`config.mk`:
```
export PLATFORM = sky130hd
export DESIGN_NAME = mhpq_ctrl
export DESIGN_NICKNAME = d
export VERILOG_FILES = /design/src/mhpq_pkg.sv /design/src/mhpq_ctrl.sv
export SDC_FILE = /design/constraint.sdc
export NUM_CORES = 1
export LEC_CHECK = 0
export ABC_AREA = 0
export BUFFER_PORTS_ARGS = -buffer_cell sky130_fd_sc_hd__buf_4
export CORE_ASPECT_RATIO = 2
export CORE_UTILIZATION = 30
export DETAILED_ROUTE_END_ITERATION = 6
export PLACE_DENSITY = 0.6
export SKIP_CTS_REPAIR_TIMING = 1
export SYNTH_ARGS = -nofsm -noshare
export SYNTH_HDL_FRONTEND = slang
export SYNTH_SLANG_ARGS = --single-unit
```
`constraint.sdc`:
```
create_clock -name clk -period 4.4 [get_ports clk]
set_input_delay 0.88 -clock clk [delete_from_list [all_inputs] [get_ports clk]]
set_output_delay 0.88 -clock clk [all_outputs]
set_load 0.02 [all_outputs]
```
`src/mhpq_pkg.sv`:
```
// Package for the min-heap priority queue: beat types, action and status codes,
// and controller command/status structs. No dependencies.
package mhpq_pkg;

  localparam int KEY_W   = 16;
  localparam int TILE_W  = 16;
  localparam int COUNT_W = 8;

  typedef enum logic [1:0] {
    ACT_INSERT  = 2'd0,
    ACT_EXTRACT = 2'd1,
    ACT_DECREASE = 2'd2,
    ACT_FIND    = 2'd3
  } action_t;

  typedef enum logic [2:0] {
    ST_OK       = 3'd0,
    ST_EMPTY    = 3'd1,
    ST_FULL     = 3'd2,
    ST_NOTFOUND = 3'd3,
    ST_NOTDEC   = 3'd4
  } status_t;

  typedef struct packed {
    logic [1:0]        action;
    logic [KEY_W-1:0]  item_key;
    logic [TILE_W-1:0] item_tile;
  } in_beat_t;

  typedef struct packed {
    logic [2:0]         status;
    logic [KEY_W-1:0]   out_key;
    logic [TILE_W-1:0]  out_tile;
    logic [COUNT_W-1:0] entry_count;
  } out_beat_t;

  // Datapath operations, one per controller state step.
  typedef enum logic [3:0] {
    OP_NONE,
    OP_LOAD,       // capture the input beat
    OP_APPEND,     // write new entry at fill_count, pos = fill_count
    OP_UP_RD,      // read the parent of pos
    OP_UP_CMP,     // compare with parent, swap if smaller
    OP_LAST_RD,    // read root and last slot
    OP_LAST_MV,    // move last to root, capture root as result
    OP_DN_RD,      // read both children of pos
    OP_DN_CMP,     // pick best child and swap
    OP_SCAN_RD,    // read slot pos for tile search
    OP_SCAN_NEXT,  // no match, advance pos
    OP_FOUND,      // capture the matching entry as result
    OP_DEC_WR,     // write new key at pos
    OP_RESULT      // load the output register
  } op_t;

  typedef struct packed {
    op_t        op;
    logic [2:0] status;
  } dp_cmd_t;

  typedef struct packed {
    logic [1:0] action;
    logic       full;
    logic       empty;
    logic       at_root;    // pos is the root
    logic       up_swap;    // entry is smaller than its parent
    logic       dn_done;    // no children
    logic       dn_swap;    // a child takes the place of the entry
    logic       scan_end;   // pos reached fill_count
    logic       scan_hit;
    logic       not_less;   // new key not smaller than stored key
    logic       out_busy;
  } dp_stat_t;

endpackage

```
`src/mhpq_ctrl.sv`:
```
// Controller state machine of the min-heap: sequences datapath steps per action.
// Uses mhpq_pkg.
module mhpq_ctrl (
  input  logic               clk,
  input  logic               rst_n,
  input  logic               in_valid,
  output logic               in_stall,
  input  mhpq_pkg::dp_stat_t stat,
  output mhpq_pkg::dp_cmd_t  cmd
);
  import mhpq_pkg::*;

  typedef enum logic [9:0] {
    S_IDLE  = 10'b0000000001,
    S_DISP  = 10'b0000000010,
    S_UPRD  = 10'b0000000100,
    S_UPCMP = 10'b0000001000,
    S_LMV   = 10'b0000010000,
    S_DNRD  = 10'b0000100000,
    S_DNCMP = 10'b0001000000,
    S_SRD   = 10'b0010000000,
    S_SCMP  = 10'b0100000000,
    S_RES   = 10'b1000000000
  } state_t;

  state_t     state_r, state_nxt;
  logic [2:0] st_r, st_nxt;

  assign in_stall = state_r != S_IDLE;

  always_comb begin
    state_nxt = state_r;
    st_nxt = st_r;
    cmd.op = OP_NONE;
    cmd.status = st_r;
    unique case (state_r)
      S_IDLE: begin
        if (in_valid) begin
          cmd.op = OP_LOAD; state_nxt = S_DISP; st_nxt = ST_OK;
        end
      end
      S_DISP: begin
        unique case (stat.action)
          ACT_INSERT: begin
            if (stat.full) begin
              st_nxt = ST_FULL; state_nxt = S_RES;
            end else begin
              cmd.op = OP_APPEND; state_nxt = S_UPRD;
            end
          end
          ACT_EXTRACT: begin
            if (stat.empty) begin
              st_nxt = ST_EMPTY; state_nxt = S_RES;
            end else begin
              cmd.op = OP_LAST_RD; state_nxt = S_LMV;
            end
          end
          ACT_DECREASE, ACT_FIND: state_nxt = S_SRD;
        endcase
      end
      S_UPRD: begin
        if (stat.at_root) state_nxt = S_RES;
        else begin
          cmd.op = OP_UP_RD; state_nxt = S_UPCMP;
        end
      end
      S_UPCMP: begin
        cmd.op = OP_UP_CMP;
        state_nxt = stat.up_swap ? S_UPRD : S_RES;
      end
      S_LMV: begin
        cmd.op = OP_LAST_MV; state_nxt = S_DNRD;
      end
      S_DNRD: begin
        if (stat.dn_done) state_nxt = S_RES;
        else begin
          cmd.op = OP_DN_RD; state_nxt = S_DNCMP;
        end
      end
      S_DNCMP: begin
        cmd.op = OP_DN_CMP;
        state_nxt = stat.dn_swap ? S_DNRD : S_RES;
      end
      S_SRD: begin
        if (stat.scan_end) begin
          st_nxt = ST_NOTFOUND; state_nxt = S_RES;
        end else begin
          cmd.op = OP_SCAN_RD; state_nxt = S_SCMP;
        end
      end
      S_SCMP: begin
        priority if (!stat.scan_hit) begin
          cmd.op = OP_SCAN_NEXT; state_nxt = S_SRD;
        end else if (stat.action == ACT_FIND) begin
          cmd.op = OP_FOUND; state_nxt = S_RES;
        end else if (stat.not_less) begin
          st_nxt = ST_NOTDEC; state_nxt = S_RES;
        end else begin
          cmd.op = OP_DEC_WR; state_nxt = S_UPRD;
        end
      end
      S_RES: begin
        if (!stat.out_busy) begin
          cmd.op = OP_RESULT; state_nxt = S_IDLE;
        end
      end
      default: state_nxt = S_IDLE;
    endcase
  end

  always_ff @(posedge clk) begin
    if (!rst_n) begin
      state_r <= S_IDLE;
      st_r <= ST_OK;
    end else begin
      state_r <= state_nxt;
      st_r <= st_nxt;
    end
  end
endmodule

```
-- Word level (Yosys, flattened, before mapping)
Index checks and enable logic that the tools add are counted.
- reductions and logical operators: 5
- multiplexer cells: 35
- equal/unequal tests: 23
- operator list (cell ; count):
    2-to-1 mux 10 bit ; 12
    one-hot mux 10 bit (10 select lines) ; 1
    one-hot mux 4 bit (10 select lines) ; 1
    one-hot mux 10 bit (3 select lines) ; 1
    2-to-1 mux 3 bit ; 9
    2-to-1 mux 4 bit ; 5
    != test 2 bit (second input constant) ; 6
    one-hot mux 3 bit (2 select lines) ; 2
    one-hot mux 3 bit (4 select lines) ; 1
    equality test 10 x 1 -> 1 bit (second input constant) ; 1
    equality test 10 bit (second input constant) ; 1
    equality test 10 x 2 -> 1 bit (second input constant) ; 1
    equality test 10 x 3 -> 1 bit (second input constant) ; 1
    equality test 10 x 4 -> 1 bit (second input constant) ; 1
    equality test 10 x 5 -> 1 bit (second input constant) ; 1
    equality test 10 x 6 -> 1 bit (second input constant) ; 1
    equality test 10 x 7 -> 1 bit (second input constant) ; 1
    equality test 10 x 8 -> 1 bit (second input constant) ; 1
    equality test 10 x 9 -> 1 bit (second input constant) ; 1
    != test 10 x 1 -> 1 bit (second input constant) ; 1
    AND reduction 9 bit ; 1
    != test 3 bit (second input constant) ; 2
    equality test 2 bit (second input constant) ; 2
    2-to-1 mux 2 bit ; 2
    7 further kinds ; 7
- bits of input ports: 15
- word-level logic and storage cells: 65
- flip-flop bits (word level): 13

-- Depth between registers and ports, before layout
Gate-level depths: netlist of run 1.
- depth in word-level cells: 4
- gate-level depth with buffers: 7

-- Worst setup path after synthesis of run 1
Ideal clock, no wire load.
- kind: input-to-output
- from: in stat[11] (netlist bit)
- to: out cmd[4] (netlist bit)
- required time: 3520 ps
- stages: 5
- buffers on the path: 0
- path slack: 1830 ps
- arrival time: 1690 ps
- cells stage by stage: nor3_1 nand4_1 inv_1 a31oi_1 nand3b_1
- RTL lines (element ; RTL line ; source):
    start, declared ; mhpq_ctrl.sv:8 ; input mhpq_pkg::dp_stat_t stat,
    end, declared ; mhpq_ctrl.sv:9 ; output mhpq_pkg::dp_cmd_t cmd

==> impl_metrics.prom, run 1 <==
# TYPE chip_impl_metric gauge
chip_impl_info{name="run_status",value="finished clean"} 1
chip_impl_metric{name="critical_path_peak_fanout",unit=""} 8
chip_impl_metric{name="synth_cell_types",unit=""} 51
chip_impl_info{name="synth_top_cells_by_area",value="dfxtp_1 23%, nor4_4 5.6%, nor2_1 4.6%"} 1
chip_impl_metric{name="maxSlewViolCount",unit=""} 0
chip_impl_metric{name="setup_total_negative_slack",unit="ns"} 0
chip_impl_info{name="grt_setup_unrepaired",value="no"} 1
chip_impl_metric{name="drt-wirelength-per-cell",unit="µm"} 16.7
chip_impl_metric{name="vdd.ir_drop.worst",unit="mV"} 0.187
chip_impl_info{name="cts.root.buffer_cell",value="clkbuf_8"} 1
chip_impl_metric{name="slew-limit-headroom",unit=""} 0.574
chip_impl_info{name="synth.cells.most_frequent",value="14 x nor2_1, 13 x dfxtp_1, 7 x nand2_1, 7 x nand4_1"} 1
chip_impl_metric{name="chipHeight",unit="µm"} 89.0
chip_impl_metric{name="remaining_drc_errors",unit=""} 0
chip_impl_metric{name="cp_slowest_stage_delay",unit="ns"} 0.51
chip_impl_metric{name="ctsHtreeMaxLevel",unit=""} 1
chip_impl_metric{name="fp-row-count",unit=""} 31
chip_impl_metric{name="grtUsageMet1",unit=""} 0.182
chip_impl_metric{name="io_buffer_count",unit=""} 22
chip_impl_metric{name="synth_area_per_cell",unit="µm²"} 8.94
chip_impl_metric{name="firstDrtPassIters",unit=""} 4
chip_impl_info{name="grt_busiest_layer",value="met2"} 1
chip_impl_info{name="critical-path-slowest-cell",value="nor4_4"} 1
chip_impl_metric{name="vias_in_the_first_global_route",unit=""} 1051
chip_impl_metric{name="layout_min_cycle_time",unit="ns"} 3.24
chip_impl_metric{name="power-per-cell-area",unit="nW/µm²"} 263
chip_impl_info{name="postSynth.topFlopCell",value="dfxtp_1"} 1
chip_impl_metric{name="design_power_total",unit="W"} 0.000354
chip_impl_info{name="timing_worst_setup_path_type",value="flip-flop to primary output"} 1
chip_impl_info{name="r2r_start",value="state_r[4]$_SDFFE_PN0P_"} 1
chip_impl_info{name="worst_hold_end",value="st_r[2]$_SDFFE_PN0P_"} 1
chip_impl_info{name="tritoncts",value="built"} 1
chip_impl_info{name="critical_path.cell_chain",value="nor4_4 -> nand3_2 -> nor4b_2 -> and3b_1 -> nand4_1 -> buf_4"} 1
chip_impl_metric{name="n_antenna_cell",unit=""} 0
chip_impl_metric{name="wl",unit="mm"} 3.27
chip_impl_metric{name="routed_via_density",unit=""} 5.49
chip_impl_metric{name="setup_viol_count_final",unit=""} 0
chip_impl_metric{name="area_growth",unit="%"} 18.6
chip_impl_metric{name="worst_skew_late_latency",unit="ns"} 0.25
chip_impl_metric{name="timing.final.crit_share",unit=""} 0.735
chip_impl_metric{name="die_w",unit="µm"} 45.5
chip_impl_metric{name="hold-path-cell-count",unit=""} 2
chip_impl_metric{name="timing_hold_violations_final",unit=""} 0
chip_impl_metric{name="num-nets-final",unit=""} 163
chip_impl_metric{name="cp.arrival",unit="ns"} 2.36
chip_impl_metric{name="grtUsageMet2",unit=""} 0.316
chip_impl_metric{name="ant_nets",unit=""} 0
chip_impl_metric{name="worst_slew_pin_slew",unit="ns"} 0.635
chip_impl_info{name="timing.critical_path.from_type",value="flip-flop"} 1
chip_impl_metric{name="grt_remaining_overflow",unit=""} 0
chip_impl_metric{name="async_flop_share",unit=""} 0
chip_impl_metric{name="synth_enable_flop_cells",unit=""} 0
chip_impl_info{name="worst_hold_startpoint",value="st_r[2]$_SDFFE_PN0P_"} 1
chip_impl_metric{name="dp_hpwl",unit="mm"} 2.65
chip_impl_metric{name="gr-usage-met3",unit=""} 0.0222
chip_impl_metric{name="floorplan.die_area",unit="µm²"} 4050
chip_impl_metric{name="cts_made_buffers",unit=""} 3
chip_impl_metric{name="clock_sink_count",unit=""} 13
chip_impl_metric{name="synth.net_count",unit=""} 142
chip_impl_metric{name="drive_above_1_share",unit=""} 0.306
chip_impl_metric{name="ys_seq_area_frac",unit=""} 0.229
chip_impl_info{name="synth_most_common_cell",value="nor2_1"} 1
chip_impl_metric{name="cp_data_required_time",unit="ns"} 3.52
chip_impl_metric{name="synth_largest_type_area_fraction",unit=""} 0.229
chip_impl_info{name="worstReg2RegEnd",value="st_r[2]$_SDFFE_PN0P_"} 1
chip_impl_metric{name="initialDrtViolationCount",unit=""} 28
chip_impl_metric{name="grt_start_max_net_pins",unit=""} 13
chip_impl_metric{name="ys_ff_latch",unit=""} 13
chip_impl_info{name="worstHoldPathType",value="flip-flop to flip-flop"} 1
chip_impl_metric{name="gr-usage-all-layers",unit=""} 0.176
chip_impl_metric{name="grt_first_pass_wirelength",unit="mm"} 5.06
chip_impl_metric{name="initial_utilization",unit=""} 0.315
chip_impl_metric{name="antenna_violations_before_repair",unit=""} 0
chip_impl_metric{name="power_leakage",unit="nW"} 0.532
chip_impl_metric{name="path_clk_slew",unit="ns"} 0.06
chip_impl_info{name="synthDominantAreaCellType",value="dfxtp_1"} 1
chip_impl_metric{name="vias",unit=""} 1076
chip_impl_metric{name="io_pins",unit=""} 23
chip_impl_metric{name="place.gp.congestion",unit=""} 0.870
chip_impl_info{name="endpoint_kind",value="primary output"} 1
chip_impl_metric{name="ctsLongestPathBuffers",unit=""} 2
chip_impl_info{name="startpoint",value="state_r[2]$_SDFFE_PN0P_"} 1
chip_impl_metric{name="achievable-frequency",unit="MHz"} 309
chip_impl_metric{name="gate_count_after_technology_mapping",unit=""} 127
chip_impl_metric{name="synth.yosys.warnings",unit=""} 0
chip_impl_metric{name="finClkSkew",unit="ns"} 0.00153
chip_impl_metric{name="rrSetupSlack",unit="ns"} 2.33
chip_impl_metric{name="placeableCoreArea",unit="µm²"} 3610
chip_impl_metric{name="netlist_area",unit="µm²"} 1130
chip_impl_metric{name="worst_r2r_path_depth",unit=""} 5
chip_impl_metric{name="cap_violations",unit=""} 0
-- worst max-delay path: cells and delay by family (launching register included) --
kind | cells | cell delay (ns)
buffers and inverters | 1 | 0.15
DFF | 1 | 0.46
and+or+nand+nor | 5 | 1.49
-- kinds of logic after synthesis --
family          Yosys count  synth area share
buf+inv                  10            0.0661
simple gates             72             0.469
compound gates           27             0.194
mux                       2            0.0187
xor+xnor                  3            0.0232
flops                    13             0.229
-- sequential cells by signal (all words and copies together), names as in the netlist --
name	cells
state_r	10
st_r	3
-- metrics by stage --
stage / std cells / setup WS [ns] / area [µm²] / util / hold slack, ns
2_1_floorplan: 127 / 1.83 / 1130 / - / 0.544
3_3_place_gp: 192 / 1.48 / 1300 / 0.361 / 0.463
3_5_place_dp: 192 / 1.45 / 1300 / 0.361 / 0.492
4_1_cts: 196 / 1.19 / 1350 / 0.373 / 0.504
5_1_grt: 196 / 1.09 / 1350 / 0.373 / 0.521
6_report: 196 / 1.16 / 1350 / 0.373 / 0.503
-- cell usage in the layout (no fill, tap or decap), types with 2 or more instances in the layout --
cell and n:
nand3b_1 3, nor4b_4 2, clkbuf_8 3, nand4b_1 3, nand3_2 2, a311oi_1 2, a21oi_1 2, nand2_1 7
nor2_1 14, and3b_1 2, dfxtp_1 13, nand4_1 7, a31oi_1 5, inv_1 4, and2_1 4, nor3_1 2
o21ai_0 3, nand2b_1 2, buf_4 22, nor4b_2 2, nor4_4 3, o221ai_1 2, nand3_1 5, nor3b_1 4
xnor2_1 2
-- worst max-delay path by stage --
stage / cells after the start / to
2_1_floorplan: 5 / cmd[4]
3_3_place_gp: 7 / cmd[4]
3_5_place_dp: 7 / cmd[4]
4_1_cts: 6 / cmd[3]
5_1_grt: 6 / cmd[3]
6_report: 6 / cmd[3]
-- power by group --
| group | leakage, nW | total [W] | switching [W] | internal (W) |
|---|---|---|---|---|
| combinational | 0.403 | 0.000107 | 0.0000564 | 0.0000503 |
| clock | 0.0228 | 0.000112 | 0.0000477 | 0.0000642 |
| sequential | 0.106 | 0.000135 | 0.0000111 | 0.000124 |
-- cell type report --
class / instances / area [µm²]
flip-flops and latches: 13 / 260
fillers: 372 / 2260
multi-input cells: 104 / 800
well taps: 49 / 61.3
clock buffers: 4 / 45.0
repair buffers: 22 / 165
inverters: 4 / 15.0
-- metal layers --
| metal | wire [µm] | up-vias | part of all wire |
|---|---|---|---|
| met5 | 0 | - | 0 |
| met4 | 122 | 0 | 0.037 |
| li1 | - | 524 | - |
| met3 | 104 | 11 | 0.032 |
| met1 | 1260 | 507 | 0.39 |
| met2 | 1780 | 34 | 0.54 |
Note: power is estimated with default switching activity, not from simulation.
==> run 2, diff against run 1 <==
--- a/config.mk
+++ b/config.mk
@@ -5,12 +5,12 @@
 export SDC_FILE = /design/constraint.sdc
 export NUM_CORES = 1
 export LEC_CHECK = 0
-export ABC_AREA = 0
+export ABC_AREA = 1
 export BUFFER_PORTS_ARGS = -buffer_cell sky130_fd_sc_hd__buf_4
 export CORE_ASPECT_RATIO = 2
 export CORE_UTILIZATION = 30
 export DETAILED_ROUTE_END_ITERATION = 6
-export PLACE_DENSITY = 0.6
+export PLACE_DENSITY = 0.61
 export SKIP_CTS_REPAIR_TIMING = 1
 export SYNTH_ARGS = -nofsm -noshare
 export SYNTH_HDL_FRONTEND = slang
==> constraint.sdc (replaced) <==
create_clock -name clk -period 3 [get_ports clk]
set_input_delay 0.6 -clock clk [delete_from_list [all_inputs] [get_ports clk]]
set_output_delay 0.6 -clock clk [all_outputs]
set_load 0.02 [all_outputs]
==> impl_metrics.prom, run 2 <==
# TYPE chip_impl_metric gauge
chip_impl_info{name="run_status",value="finished clean"} 1
chip_impl_metric{name="io_pins",unit=""} 23
chip_impl_metric{name="chipHeight",unit="µm"} 83.4
chip_impl_metric{name="vias_in_the_first_global_route",unit=""} 1065
chip_impl_metric{name="critical_path_peak_fanout",unit=""} 5
chip_impl_info{name="synth.cells.most_frequent",value="26 x nand2_1, 25 x inv_1, 21 x nor2_1, 16 x nand3_1, 13 x dfxtp_1"} 1
chip_impl_metric{name="layout_min_cycle_time",unit="ns"} 2.36
chip_impl_metric{name="worst_slack",unit="ns"} 0.636
chip_impl_metric{name="num-nets-final",unit=""} 201
chip_impl_info{name="largestRegisters",value="state_r x10, st_r x3"} 1
chip_impl_metric{name="place.detailed.instances",unit=""} 212
chip_impl_metric{name="timing_hold_violations_final",unit=""} 0
chip_impl_metric{name="grt_first_pass_wirelength",unit="mm"} 4.55
chip_impl_metric{name="intPower",unit="W"} 0.000332
chip_impl_metric{name="antenna_violations_before_repair",unit=""} 0
chip_impl_info{name="synthDominantAreaCellType",value="dfxtp_1"} 1
chip_impl_info{name="timing_worst_setup_path_type",value="flip-flop to primary output"} 1
chip_impl_info{name="synth_top_cells_by_area",value="dfxtp_1 26%, nand2_1 9.8%, inv_1 9.4%"} 1
chip_impl_metric{name="hold_ws",unit="ns"} 0.488
chip_impl_metric{name="achievable-frequency",unit="MHz"} 423
chip_impl_metric{name="cp.arrival",unit="ns"} 1.76
chip_impl_info{name="postSynth.topFlopCell",value="dfxtp_1"} 1
chip_impl_metric{name="power.combinational.fraction",unit=""} 0.278
chip_impl_metric{name="routed_via_density",unit=""} 5.05
chip_impl_info{name="final_common_cell",value="nand2_1"} 1
chip_impl_info{name="timing.critical_path.from_type",value="flip-flop"} 1
chip_impl_metric{name="final_cell_count_no_fill",unit=""} 216
chip_impl_metric{name="synth.net_count",unit=""} 174
chip_impl_metric{name="ys_ff_latch",unit=""} 13
chip_impl_metric{name="initialDrtViolationCount",unit=""} 26
chip_impl_metric{name="netlist_area",unit="µm²"} 995
chip_impl_metric{name="die_w",unit="µm"} 42.7
chip_impl_metric{name="synth.yosys.warnings",unit=""} 0
chip_impl_metric{name="ys_seq_area_frac",unit=""} 0.262
chip_impl_metric{name="ctsLongestPathBuffers",unit=""} 2
chip_impl_metric{name="wl",unit="mm"} 2.76
chip_impl_metric{name="gate_count_after_technology_mapping",unit=""} 159
chip_impl_metric{name="remaining_drc_errors",unit=""} 0
chip_impl_metric{name="setup_viol_count_final",unit=""} 0
chip_impl_metric{name="io_buffer_count",unit=""} 22
chip_impl_info{name="endpoint_kind",value="primary output"} 1
chip_impl_metric{name="worst_r2r_path_depth",unit=""} 10
chip_impl_metric{name="path_clk_slew",unit="ns"} 0.05
chip_impl_metric{name="maxSlewViolCount",unit=""} 0
chip_impl_info{name="critical-path-slowest-cell",value="dfxtp_1"} 1
chip_impl_info{name="cts.root.buffer_cell",value="clkbuf_8"} 1
chip_impl_metric{name="initial_utilization",unit=""} 0.315
chip_impl_metric{name="finClkSkew",unit="ns"} 0.00104
chip_impl_metric{name="clock_sink_count",unit=""} 13
chip_impl_metric{name="largest_register_ff_count",unit=""} 10
chip_impl_metric{name="power-per-cell-area",unit="nW/µm²"} 385
chip_impl_info{name="layout.cells.most_common_list",value="26 x nand2_1, 25 x inv_1, 22 x buf_4"} 1
chip_impl_metric{name="worst-path-stages",unit=""} 10
chip_impl_metric{name="power.share.clock",unit=""} 0.329
chip_impl_info{name="worst_path_most_repeated_cell",value="inv_1"} 1
chip_impl_info{name="r2r_start",value="state_r[9]$_SDFFE_PN0P_"} 1
chip_impl_metric{name="critical_path.n_buffers_inverters",unit=""} 4
chip_impl_metric{name="power_leakage",unit="nW"} 0.675
chip_impl_metric{name="drive_above_1_share",unit=""} 0.270
chip_impl_metric{name="seqPwrFrac",unit=""} 0.393
chip_impl_metric{name="synth_largest_type_area_fraction",unit=""} 0.262
chip_impl_info{name="synth_most_common_cell",value="nand2_1"} 1
chip_impl_metric{name="cts_made_buffers",unit=""} 3
chip_impl_metric{name="firstDrtPassIters",unit=""} 4
chip_impl_metric{name="design_power_total",unit="W"} 0.000479
chip_impl_metric{name="drt-wirelength-per-cell",unit="µm"} 12.8
chip_impl_metric{name="dp_hpwl",unit="mm"} 2.38
chip_impl_info{name="critical_path.cell_chain",value="inv_2 -> nand2_2 -> nor3_1 -> nand3_1 -> nor2_1 -> inv_1 -> nand2_1 -> inv_1 -> nand4_1 -> buf_4"} 1
chip_impl_metric{name="synth_enable_flop_cells",unit=""} 0
chip_impl_info{name="critical-path-top-delay-family",value="simple AND/OR/NAND/NOR gates"} 1
chip_impl_metric{name="detailedPlace.worstSlack",unit="ns"} 0.823
chip_impl_info{name="worst_hold_startpoint",value="st_r[2]$_SDFFE_PN0P_"} 1
chip_impl_metric{name="grt_remaining_overflow",unit=""} 0
chip_impl_metric{name="cp_slowest_stage_delay",unit="ns"} 0.33
chip_impl_metric{name="cap_violations",unit=""} 0
chip_impl_metric{name="p_switching",unit="W"} 0.000147
chip_impl_info{name="largest_register",value="state_r"} 1
chip_impl_metric{name="worst_skew_late_latency",unit="ns"} 0.24
chip_impl_metric{name="synth_area_per_cell",unit="µm²"} 6.26
chip_impl_metric{name="n_antenna_cell",unit=""} 0
chip_impl_metric{name="gr-usage-all-layers",unit=""} 0.170
chip_impl_metric{name="rrSetupSlack",unit="ns"} 1.47
chip_impl_metric{name="placeableCoreArea",unit="µm²"} 3160
chip_impl_metric{name="grt_start_max_net_pins",unit=""} 9
chip_impl_metric{name="vdd.ir_drop.worst",unit="mV"} 0.258
chip_impl_metric{name="ant_nets",unit=""} 0
chip_impl_metric{name="area_growth",unit="%"} 25.0
chip_impl_metric{name="cp_data_required_time",unit="ns"} 2.40
chip_impl_metric{name="vias",unit=""} 1090
chip_impl_metric{name="hold-path-cell-count",unit=""} 2
chip_impl_metric{name="fp-row-count",unit=""} 29
chip_impl_metric{name="async_flop_share",unit=""} 0
chip_impl_metric{name="slew-limit-headroom",unit=""} 0.778
chip_impl_metric{name="timing.final.crit_share",unit=""} 0.788
chip_impl_info{name="worstHoldPathType",value="flip-flop to flip-flop"} 1
chip_impl_metric{name="place.gp.congestion",unit=""} 0.808
chip_impl_info{name="startpoint",value="state_r[9]$_SDFFE_PN0P_"} 1
chip_impl_metric{name="ctsHtreeMaxLevel",unit=""} 1
chip_impl_info{name="tritoncts",value="built"} 1
chip_impl_metric{name="power.share.switching",unit=""} 0.307
chip_impl_info{name="grt_setup_unrepaired",value="no"} 1
chip_impl_metric{name="floorplan.die_area",unit="µm²"} 3560
chip_impl_metric{name="worst_slew_pin_slew",unit="ns"} 0.330
chip_impl_metric{name="synth_cell_types",unit=""} 20
chip_impl_metric{name="setup_total_negative_slack",unit="ns"} 0
[run 2: worst paths after layout]
check                    endpoint
max                        cmd[4]
min          st_r[2]$_SDFFE_PN0P_
max reg2reg  st_r[0]$_SDFFE_PN0P_
min reg2reg  st_r[2]$_SDFFE_PN0P_
[run 2: cell type report]
class	count	area, µm²
fillers	335	1910
well taps	31	38.8
clock buffers	4	45.0
repair buffers	22	165
inverters	30	113
flip-flops and latches	13	260
multi-input cells	116	622
[run 2: through the flow]
stage / cell area [µm²] / utilization
2_1_floorplan: 995 / -
3_3_place_gp: 1200 / 0.380
3_5_place_dp: 1200 / 0.380
4_1_cts: 1240 / 0.394
5_1_grt: 1240 / 0.394
6_report: 1240 / 0.394
[run 2: worst register-to-register path: cells and delay by family, from the launching register on]
| kind | cells | cell delay, ns |
|---|---|---|
| and+or+nand+nor | 9 | 1.03 |
| DFF | 1 | 0.33 |
| buffers and inverters | 1 | 0.06 |
[run 2: power by group through the flow]
stage / registers, W / clock network (W) / logic (W)
after floorplan: 0.000199 / 0 / 0.0000776
after global placement: 0.000192 / 0 / 0.000134
after detailed placement: 0.000192 / 0 / 0.000136
after CTS: 0.000189 / 0.000159 / 0.000136
after global routing: 0.000190 / 0.000168 / 0.000148
final: 0.000188 / 0.000158 / 0.000133
[run 2: layer usage]
metal | GRT usage | up-vias | part of all wire
met1 | 0.144 | 489 | 0.35
li1 | - | 569 | -
met2 | 0.343 | 25 | 0.60
met5 | 0 | - | 0
met4 | 0.0938 | 0 | 0.025
met3 | 0.0196 | 7 | 0.026
[run 2: cells by family (layout without fill, tap and decap cells)]
kind of cell           Yosys count  count (layout)  synth area share
AO/OA/AOI/OAI                   10              10            0.0528
buffers and inverters           30              56             0.113
flip-flops                      13              13             0.262
AND/OR/NAND/NOR                106             106             0.572
